$ cat config.mk
export PLATFORM = sky130hd
export DESIGN_NAME = tfn_fifo
export DESIGN_NICKNAME = d
export VERILOG_FILES = /design/src/hw/rtl/tfn_pkg.sv /design/src/hw/rtl/tfn_fifo.sv
export SDC_FILE = /design/constraint.sdc
export NUM_CORES = 1
export LEC_CHECK = 0
export ABC_AREA = 1
export ABC_CLOCK_PERIOD_IN_PS = 2100
export BUFFER_PORTS_ARGS = -buffer_cell sky130_fd_sc_hd__buf_2
export CORE_UTILIZATION = 34
export CTS_BUF_LIST = sky130_fd_sc_hd__clkbuf_16
export CTS_CLUSTER_DIAMETER = 200
export DETAILED_ROUTE_END_ITERATION = 12
export PLACE_DENSITY = 0.49
export SYNTH_ARGS = -nofsm -noshare
export SYNTH_HDL_FRONTEND = slang
export SYNTH_SLANG_ARGS = --single-unit
$ cat constraint.sdc
create_clock -name aclk -period 2.1 [get_ports aclk]
set_input_delay 0 -clock aclk [delete_from_list [all_inputs] [get_ports aclk]]
set_output_delay 0 -clock aclk [all_outputs]
set_load 0.01 [all_outputs]
$ cat src/hw/rtl/tfn_pkg.sv
// tfn_pkg: shared constants, types and width helpers for the triangle face normal block
// no dependencies; used by every module under hw/rtl
package tfn_pkg;

    localparam int OUT_W      = 16;                  // signed q1.14 normal component
    localparam int UNIT_ONE   = 16384;               // 1.0 in q1.14
    localparam int FRAC_SHIFT = 30;                  // quotient scale: c^2 * 2^30 / s
    localparam int QUOT_W     = FRAC_SHIFT + 1;
    localparam int RAD_W      = 32;                  // radicand for the root, quotient padded
    localparam int ROOT_W     = RAD_W / 2;
    localparam int REM_W      = ROOT_W + 2;
    localparam int THR_W      = 32;
    localparam logic [THR_W-1:0] THR_RESET = 32'd429;
    localparam int FIFO_DEPTH = 4;
    localparam int FIFO_AW    = 2;

    typedef struct packed {
        logic full;
        logic empty;
        logic room;      // a push can be taken this cycle
    } fifo_stat_t;

    // squared length of one cross product component
    function automatic int csq_w(int cw);
        return 4 * cw + 2;
    endfunction

    // sum of three squared components
    function automatic int sum_w(int cw);
        return 4 * cw + 4;
    endfunction

    // front to back payload: three squares, sum, three signs, degenerate flag
    function automatic int payload_w(int cw);
        return 3 * csq_w(cw) + sum_w(cw) + 4;
    endfunction

endpackage

$ cat src/hw/rtl/tfn_fifo.sv
// tfn_fifo: short queue between the geometry front end and the normalize back end
// depends on tfn_pkg
module tfn_fifo #(
    parameter int DATA_W = 8
) (
    input  logic                 aclk,
    input  logic                 aresetn,
    input  logic                 push,
    input  logic [DATA_W-1:0]    push_data,
    input  logic                 pop,
    output logic [DATA_W-1:0]    pop_data,
    output tfn_pkg::fifo_stat_t  stat
);

    localparam int AW = tfn_pkg::FIFO_AW;

    logic [DATA_W-1:0] fifo_mem_reg [0:tfn_pkg::FIFO_DEPTH-1];
    logic [AW-1:0]     wr_ptr_reg;
    logic [AW-1:0]     rd_ptr_reg;
    logic [AW:0]       count_reg;
    logic [AW:0]       count_next;

    assign stat.full  = (count_reg == (AW+1)'(tfn_pkg::FIFO_DEPTH));
    assign stat.empty = (count_reg == '0);
    assign stat.room  = !stat.full || pop;
    assign pop_data   = fifo_mem_reg[rd_ptr_reg];

    always_comb begin
        count_next = count_reg;
        if (push && !pop) begin
            count_next = count_reg + 1'b1;
        end else if (pop && !push) begin
            count_next = count_reg - 1'b1;
        end
    end

    always_ff @(posedge aclk) begin
        if (!aresetn) begin
            wr_ptr_reg <= '0;
            rd_ptr_reg <= '0;
            count_reg  <= '0;
        end else begin
            count_reg <= count_next;
            if (push) begin
                wr_ptr_reg <= wr_ptr_reg + 1'b1;
            end
            if (pop) begin
                rd_ptr_reg <= rd_ptr_reg + 1'b1;
            end
        end
    end

    always_ff @(posedge aclk) begin
        if (push) begin
            fifo_mem_reg[wr_ptr_reg] <= push_data;
        end
    end

    a_no_overflow: assert property (@(posedge aclk) disable iff (!aresetn)
        push |-> (!stat.full || pop))
        else $error("queue written while full");

    a_no_underflow: assert property (@(posedge aclk) disable iff (!aresetn)
        pop |-> !stat.empty)
        else $error("queue read while empty");

endmodule

==> results of run 1 <==
-- kinds of logic (layout without fill, tap and decap cells) --
logic type                 Yosys count  count (layout)  synth area share (%)
AOI/OAI and AO/OA                   34              34                  11.4
adders and majority gates            6               6                  5.03
and+or+nand+nor                     35              35                  8.70
buffers and inverters               19              56                  5.26
DFF                                 41              41                  69.6
-- where the power goes --
part           total (mW)  switching [mW]  internal [mW]  leakage, nW
clock               0.959           0.282          0.678       0.0938
sequential          0.945          0.0252          0.919        0.369
combinational       0.194           0.115         0.0791        0.374
-- path summary, 6_finish.rpt --
path,depth (start not counted),to,from
hold reg to reg,1,flop,rd_ptr_reg[1]
setup reg to reg,4,fifo_mem_reg[2][4],wr_ptr_reg[0]
setup / recovery,4,pop_data[0],flop
hold / removal,3,count_reg[2],aresetn
-- routing by layer --
layer	part of all wire, %	GRT usage, %	vias to the layer above
li1	-	-	542
met1	45	15.4	492
met2	48	22.5	20
met3	4.3	4.64	8
met4	2.6	6.10	0
met5	0	0	-
-- synthesized netlist by cell type --
cell | number | area share [%]
nand3_1 | 1 | 0.30
edfxtp_1 | 32 | 59
nor3_1 | 2 | 0.61
ha_1 | 5 | 3.8
nor2_2 | 2 | 0.76
o22ai_1 | 8 | 3.1
nand4_1 | 1 | 0.38
o21ai_2 | 2 | 1.1
fa_1 | 1 | 1.2
inv_1 | 16 | 3.7
buf_6 | 2 | 1.4
nor2_1 | 19 | 4.3
inv_2 | 1 | 0.23
a21oi_1 | 4 | 1.2
nand2_1 | 10 | 2.3
o21ai_0 | 18 | 5.5
dfxtp_1 | 9 | 11
o21ai_1 | 2 | 0.61
-- cell type report --
| type | instances | area (sq um) | area share (%) |
|---|---|---|---|
| clock buffer | 5 | 125 | 6.04 |
| clock inverter | 3 | 65.1 | 3.14 |
| inverter | 17 | 63.8 | 3.08 |
| multi-input combinational | 75 | 413 | 19.9 |
| sequential | 41 | 1140 | 55.1 |
| tap | 52 | 65.1 | 3.14 |
| timing repair buffer | 31 | 198 | 9.55 |
-- worst max-delay path, delay by kind of cell, from the launching register on --
family	cells	cell delay, ns
buf+inv	2	0.37
flops	1	0.54
compound gates	2	0.31
-- what timing repair did --
item,CTS,global route
setup endpoints to repair,0,0
endpoints found under the hold margin,32,0
hold buffers,8,0
==> flow_summary_export.csv, run 1 <==
group,metric,value,unit
finish,final_cells,224,
placement,port_buffers,22,
logic_synthesis,postSynthCellCount,135,
cts,clock_sinks,41,
sta,grt_setup_unrepaired,"false",
sta,max_freq,668,MHz
logic_synthesis,synth_cell_type_count,18,
placement,dpl_cell_area,1800,sq um
finish,syn_to_final_growth,26.2,%
outcome,status,"completed",
cts,cts.repair.resized,0,
finish,final_util,46.0,%
finish,final_cell_mix,"32 x edfxtp_1, 22 x buf_2, 19 x nor2_1",
drt,drtAntennaViolNets,0,
sta,fin_ws,0.602,ns
global_route,antenna_found_initial,0,
cts,clk_path_buf_depth,2,
placement,placed_cells,208,
sta,fin_hold_ws,0.00698,ns
sta,final_hold_viol_count,0,
finish,drive_gt1_share,20.9,%
finish,design_area,2070,sq um
critical_path,r2r_setup_slack,0.86,ns
finish,nFillCells,429,
hold_path,hp-class,"in -> reg",
logic_synthesis,ys_seq_elements,41,
sta,tightest_slew,0.401,ns
drt,drc_errors,0,
drt,viasPerCell,4.74,
sta,finalSetupViolations,0,
cts,cts_setup_buffers,0,
floorplan,die_area,5110,sq um
pwr,power,2.10,mW
drt,wire_per_inst,13.1,microns
global_route,grtUsageTotal,13.4,%
critical_path,start_kind,"flop",
critical_path,crit_slowest_cell,"dfxtp_1",
sta,finClkSkew,0.00547,ns
critical_path,worstPathRequired,2.10,ns
sta,maxSlewViolCount,0,
floorplan,die_height,71.5,microns
finish,largest_reg_flops,32,
placement,place.gp.congestion,0.741,
logic_synthesis,ys.warnings.count,0,
critical_path,worstSetupPathType,"reg -> out",
placement,dp_hpwl,2060,microns
finish,fin_nets,189,
critical_path,worstPathArrival,1.50,ns
drt,drt-pass1-iter-count,4,
pwr,ir_worst_vdd,0.000390,V
drt,routed_wl,2930,microns
global_route,overflow,0,
floorplan,io_pins,23,
sta,period_needed,1.50,ns
cts,clk_latency,0.28,ns
pwr,powerDensity,1010,nW/um^2
cts,ctsRootBufferMaster,"clkbuf_16",
flow_run,max-cap-violations,0,
floorplan,die_x,71.5,microns
cts,path_clk_slew,0.06,ns
floorplan,start_util,36.4,%
global_route,grt_max_degree,17,
sta,post-route-period-util,71.3,%
critical_path,path_max_fanout,16,
cts,htree_levels,2,
global_route,grt_first_pass_wirelength,4930,microns
logic_synthesis,seq_area_frac_synth,69.6,%
critical_path,critPathCaptureType,"primary output",
finish,mostFrequentLayoutCell,"edfxtp_1",
drt,drt_first_iter_violations,77,
logic_synthesis,synth_nets,153,
sta,slew_headroom,73.2,%
logic_synthesis,syn_avg_cell_area,12.2,sq um
critical_path,path_cells,"inv_2, o21ai_0, o22ai_1, buf_2",
cts,cts_tree,"built",
floorplan,rows,24,
finish,n_antenna_cell,0,
logic_synthesis,synth_area,1640,sq um
placement,dp_slack,0.834,ns
critical_path,slowest_delay,0.54,ns
drt,routed-via-count,1062,
global_route,grt_pass1_vias,1065,
sta,setup_tns,0,ns
cts,cts_buffers,5,
floorplan,core,4500,sq um
pwr,static-leakage-power,0.836,nW
Note: power is estimated with default switching activity, not from simulation.
==> inputs of run 2 (changes only) <==
- ABC_CLOCK_PERIOD_IN_PS: 2100 -> 1500
- clock period: 2.1 -> 1.5 ns (I/O delays scaled with it)
==> run 2 against run 1 <==
Core utilization fell by 0.81 points. Clock skew down 0.0022 ns. Combinational power grew 45%. Clock-buffer cell count did not move. Critical endpoint unchanged. Highest routed layer unchanged.
==> flow_summary_export.csv, run 2 (synthesis results as in run 1) <==
group,metric,value,unit
finish,syn_to_final_growth,24.0,%
cts,path_clk_slew,0.05,ns
floorplan,die_x,71.5,microns
global_route,overflow,0,
global_route,grtUsageTotal,14.3,%
cts,cts_setup_buffers,0,
cts,htree_levels,2,
drt,drt_first_iter_violations,27,
global_route,grt_first_pass_wirelength,5350,microns
drt,drt-pass1-iter-count,3,
pwr,static-leakage-power,0.829,nW
sta,maxSlewViolCount,0,
sta,tightest_slew,0.405,ns
pwr,power_frac_clock,37.7,%
finish,mostFrequentLayoutCell,"edfxtp_1",
drt,wl_met3,120,microns
finish,final_cell_mix,"32 x edfxtp_1, 22 x buf_2, 19 x nor2_1",
critical_path,path_cells,"inv_2, o21ai_0, o22ai_1, buf_2",
cts,clk_path_buf_depth,2,
floorplan,start_util,36.4,%
finish,fin_nets,191,
sta,setup_tns,0,ns
placement,placed_cells,209,
finish,final_cells,226,
critical_path,critPathCaptureType,"primary output",
outcome,status,"completed",
placement,place.gp.congestion,0.801,
critical_path,crit_slowest_cell,"dfxtp_1",
drt,wl_met1,1390,microns
critical_path,path_max_fanout,9,
critical_path,worstPathRequired,1.50,ns
pwr,seqPwrFrac,51.3,%
finish,n_antenna_cell,0,
pwr,switching_share,22.1,%
sta,finClkSkew,0.00331,ns
sta,max_freq,783,MHz
drt,routed-via-count,1075,
pwr,power,2.57,mW
drt,drc_errors,0,
floorplan,die_area,5110,sq um
drt,routed_wl,3000,microns
drt,wire_per_inst,13.3,microns
cts,cts_buffers,5,
finish,largest_reg_flops,32,
critical_path,slowest_delay,0.49,ns
floorplan,core,4500,sq um
cts,ctsRootBufferMaster,"clkbuf_16",
cts,clock_sinks,41,
sta,final_hold_viol_count,0,
sta,fin_hold_ws,0.0530,ns
drt,drtAntennaViolNets,0,
pwr,internal_power,2.00,mW
hold_path,hp-class,"in -> reg",
sta,finalSetupViolations,0,
critical_path,start_kind,"flop",
floorplan,io_pins,23,
drt,wl_met2,1440,microns
cts,cts_tree,"built",
flow_run,max-cap-violations,0,
critical_path,worstPathArrival,1.28,ns
drt,viasPerCell,4.76,
global_route,grt_pass1_vias,1129,
floorplan,die_height,71.5,microns
sta,period_needed,1.28,ns
placement,dp_hpwl,2120,microns
hold_path,holdCritStartpoint,"pop",
global_route,grt_max_degree,17,
pwr,powerDensity,1260,nW/um^2
sta,slew_headroom,73.0,%
finish,drive_gt1_share,20.1,%
critical_path,worstSetupPathType,"reg -> out",
floorplan,rows,24,
placement,port_buffers,22,
cts,clk_latency,0.28,ns
pwr,combPwrFrac,11.0,%
critical_path,r2r-start,"wr_ptr_reg[1]",
pwr,p_sw,569,uW
drt,top_layer_used,"met4",
sta,post-route-period-util,85.1,%
global_route,antenna_found_initial,0,
pwr,ir_worst_vdd,0.000493,V
sta,grt_setup_unrepaired,"false",
finish,final_util,45.2,%
-- run 2: cell count changes in the layout (fill, tap and decap cells not counted) --
cell           change
inv_2              +1
bufinv_16          -2
dlygate4sd3_1      +1
buf_4              +1
inv_1              +2
clkinv_2           -1
-- run 2: power by group through the flow --
stage	logic, mW	clock network (mW)	registers [mW]
after floorplan	0.167	0	1.34
after global placement	0.258	0	1.34
after detailed placement	0.269	0	1.34
after CTS	0.288	0.995	1.32
after global routing	0.329	1.06	1.33
final	0.282	0.968	1.32
-- run 2: final cells by class --
type                            count  area (sq um)
Fill cell                         431          2470
Tap cell                           52          65.1
Timing Repair Buffer               33           215
Sequential cell                    41          1140
Inverter                           17          63.8
Multi-Input combinational cell     75           413
Clock inverter                      3          11.3
Clock buffer                        5           125
-- run 2: timing repair --
item                                    CTS  global route
hold endpoints to repair                 33             0
resized for setup                         0             1
endpoints found under the setup margin    0             6
hold buffers                              9             0
-- run 2: through the flow --
step                      setup WS, ns  instance area [sq um]
after global routing            0.0584                   2030
after global placement           0.284                   1810
after floorplan                  0.361                   1640
after CTS                       0.0729                   2030
final                            0.223                   2030
after detailed placement         0.226                   1810
-- run 2: worst max-delay path, delay by kind of cell, from the launching register on --
family	cells	cell delay, ns
flip-flops	1	0.49
buffers and inverters	2	0.30
AO/OA/AOI/OAI	2	0.20
-- run 2: per-layer routing --
layer	GRT usage, %	vias up
met3	5.06	6
li1	-	548
met4	5.23	0
met5	0	-
met1	17.2	502
met2	23.9	19
-- run 2: final timing paths --
kind | slack [ns] | depth (start not counted) | endpoint
hold / removal | 0.05 | 3 | rd_ptr_reg[0]
hold reg to reg | 0.45 | 1 | rd_ptr_reg[1]
setup / recovery | 0.22 | 4 | pop_data[0]
setup reg to reg | 0.25 | 4 | fifo_mem_reg[1][2]
==> inputs of run 3 (changes only) <==
- MAX_ROUTING_LAYER: not set -> met4
==> run 3 against run 2 <==
Global-route usage is 0.35 points higher. Critical path depth is the same. Die area is the same. Maximum frequency fell by 0.40%. Power shrank 0.16%. Sequential share of layout area unchanged. Cell count unchanged. Hold slack better by 0.0019 ns. Core utilization unchanged. Clock skew hardly changed. Highest routed layer unchanged.
==> flow_summary_export.csv, run 3 (synthesis results as in run 1) <==
group,metric,value,unit
drt,wire_per_inst,13.2,microns
floorplan,start_util,36.4,%
outcome,status,"completed",
placement,port_buffers,22,
cts,ctsRootBufferMaster,"clkbuf_16",
hold_path,holdCritStartpoint,"pop",
floorplan,die_area,5110,sq um
pwr,power,2.56,mW
sta,fin_hold_ws,0.0549,ns
sta,finClkSkew,0.00342,ns
floorplan,core,4500,sq um
critical_path,critPathCaptureType,"primary output",
floorplan,rows,24,
floorplan,die_height,71.5,microns
placement,dp_hpwl,2120,microns
global_route,grt_pass1_vias,1128,
drt,drt-pass1-iter-count,3,
cts,cts_tree,"built",
finish,fin_nets,191,
sta,max_freq,780,MHz
floorplan,io_pins,23,
cts,clock_sinks,41,
global_route,grtUsageTotal,14.7,%
drt,drtAntennaViolNets,0,
sta,grt_setup_unrepaired,"false",
hold_path,hold_depth,3,
critical_path,start_kind,"flop",
global_route,overflow,0,
global_route,grt_max_degree,17,
sta,final_hold_viol_count,0,
sta,maxSlewViolCount,0,
sta,period_needed,1.28,ns
pwr,powerDensity,1260,nW/um^2
sta,post-route-period-util,85.4,%
cts,cts_buffers,5,
drt,drc_errors,0,
drt,routed_wl,2990,microns
drt,viasPerCell,4.76,
cts,clk_latency,0.27,ns
critical_path,worst-r2r-cell-count,4,
sta,finalSetupViolations,0,
sta,tightest_slew,0.405,ns
critical_path,r2r-start,"wr_ptr_reg[1]",
finish,mostFrequentLayoutCell,"edfxtp_1",
finish,final_cell_mix,"32 x edfxtp_1, 22 x buf_2, 19 x nor2_1",
critical_path,worstPathArrival,1.28,ns
critical_path,path_max_fanout,9,
placement,place.gp.congestion,0.812,
hold_path,hp-class,"in -> reg",
global_route,grt_first_pass_wirelength,5350,microns
drt,drt_first_iter_violations,33,
finish,nFillCells,431,
critical_path,worstSetupPathType,"reg -> out",
finish,n_antenna_cell,0,
drt,routed-via-count,1076,
cts,clk_path_buf_depth,2,
sta,slew_headroom,73.0,%
floorplan,die_x,71.5,microns
cts,path_clk_slew,0.05,ns
finish,drive_gt1_share,20.1,%
critical_path,worstPathRequired,1.50,ns
pwr,static-leakage-power,0.829,nW
sta,setup_tns,0,ns
global_route,antenna_found_initial,0,
flow_run,max-cap-violations,0,
finish,largest_reg_flops,32,
finish,syn_to_final_growth,24.0,%
cts,htree_levels,2,
pwr,ir_worst_vdd,0.000493,V
finish,final_util,45.2,%
## run 3: cell counts in the layout (fill, tap and decap cells not counted)
No cell type changed its count.
## run 3: cell type report
cell class / count / area (sq um) / area share, %
Clock buffer: 5 / 125 / 6.15
Sequential cell: 41 / 1140 / 56.1
Timing Repair Buffer: 33 / 215 / 10.6
Multi-Input combinational cell: 75 / 413 / 20.3
Inverter: 17 / 63.8 / 3.14
Tap cell: 52 / 65.1 / 3.20
Clock inverter: 3 / 11.3 / 0.554
## run 3: worst paths after layout
kind | end | slack [ns]
worst max-delay path | pop_data[0] | 0.22
worst min-delay path | rd_ptr_reg[0] | 0.05
worst max register to register | fifo_mem_reg[1][2] | 0.25
worst min register to register | rd_ptr_reg[1] | 0.45
## run 3: timing repair
item	CTS	global route
hold buffers	9	0
setup endpoints to repair	0	6
resized for setup	0	1
buffers inserted	0	0
hold endpoints to repair	33	0
## run 3: stage by stage
| step | std cells | worst slack, ns | instance area (sq um) |
|---|---|---|---|
| floorplan | 135 | 0.361 | 1640 |
| global placement | 209 | 0.284 | 1810 |
| detailed placement | 209 | 0.226 | 1810 |
| CTS | 226 | 0.0729 | 2030 |
| global route | 226 | 0.0600 | 2030 |
| finish | 226 | 0.218 | 2030 |
## run 3: power breakdown
part	internal, mW	total (mW)	switching (mW)
registers	1.29	1.32	0.0307
clock network	0.597	0.964	0.368
logic	0.115	0.282	0.166
total	2.00	2.56	0.565
## run 3: layer usage
| metal | track usage, % | share of wire (%) | vias up |
|---|---|---|---|
| met3 | 4.64 | 3.6 | 6 |
| met4 | 5.23 | 1.7 | 0 |
| met5 | - | 0 | - |
| li1 | - | - | 548 |
| met2 | 23.9 | 48 | 17 |
| met1 | 17.2 | 46 | 505 |
## run 3: critical path, stage by stage, from the launching register on
cell	delay [ns]
dfxtp_1	0.50
inv_2	0.16
o21ai_0	0.11
o22ai_1	0.09
buf_2	0.14
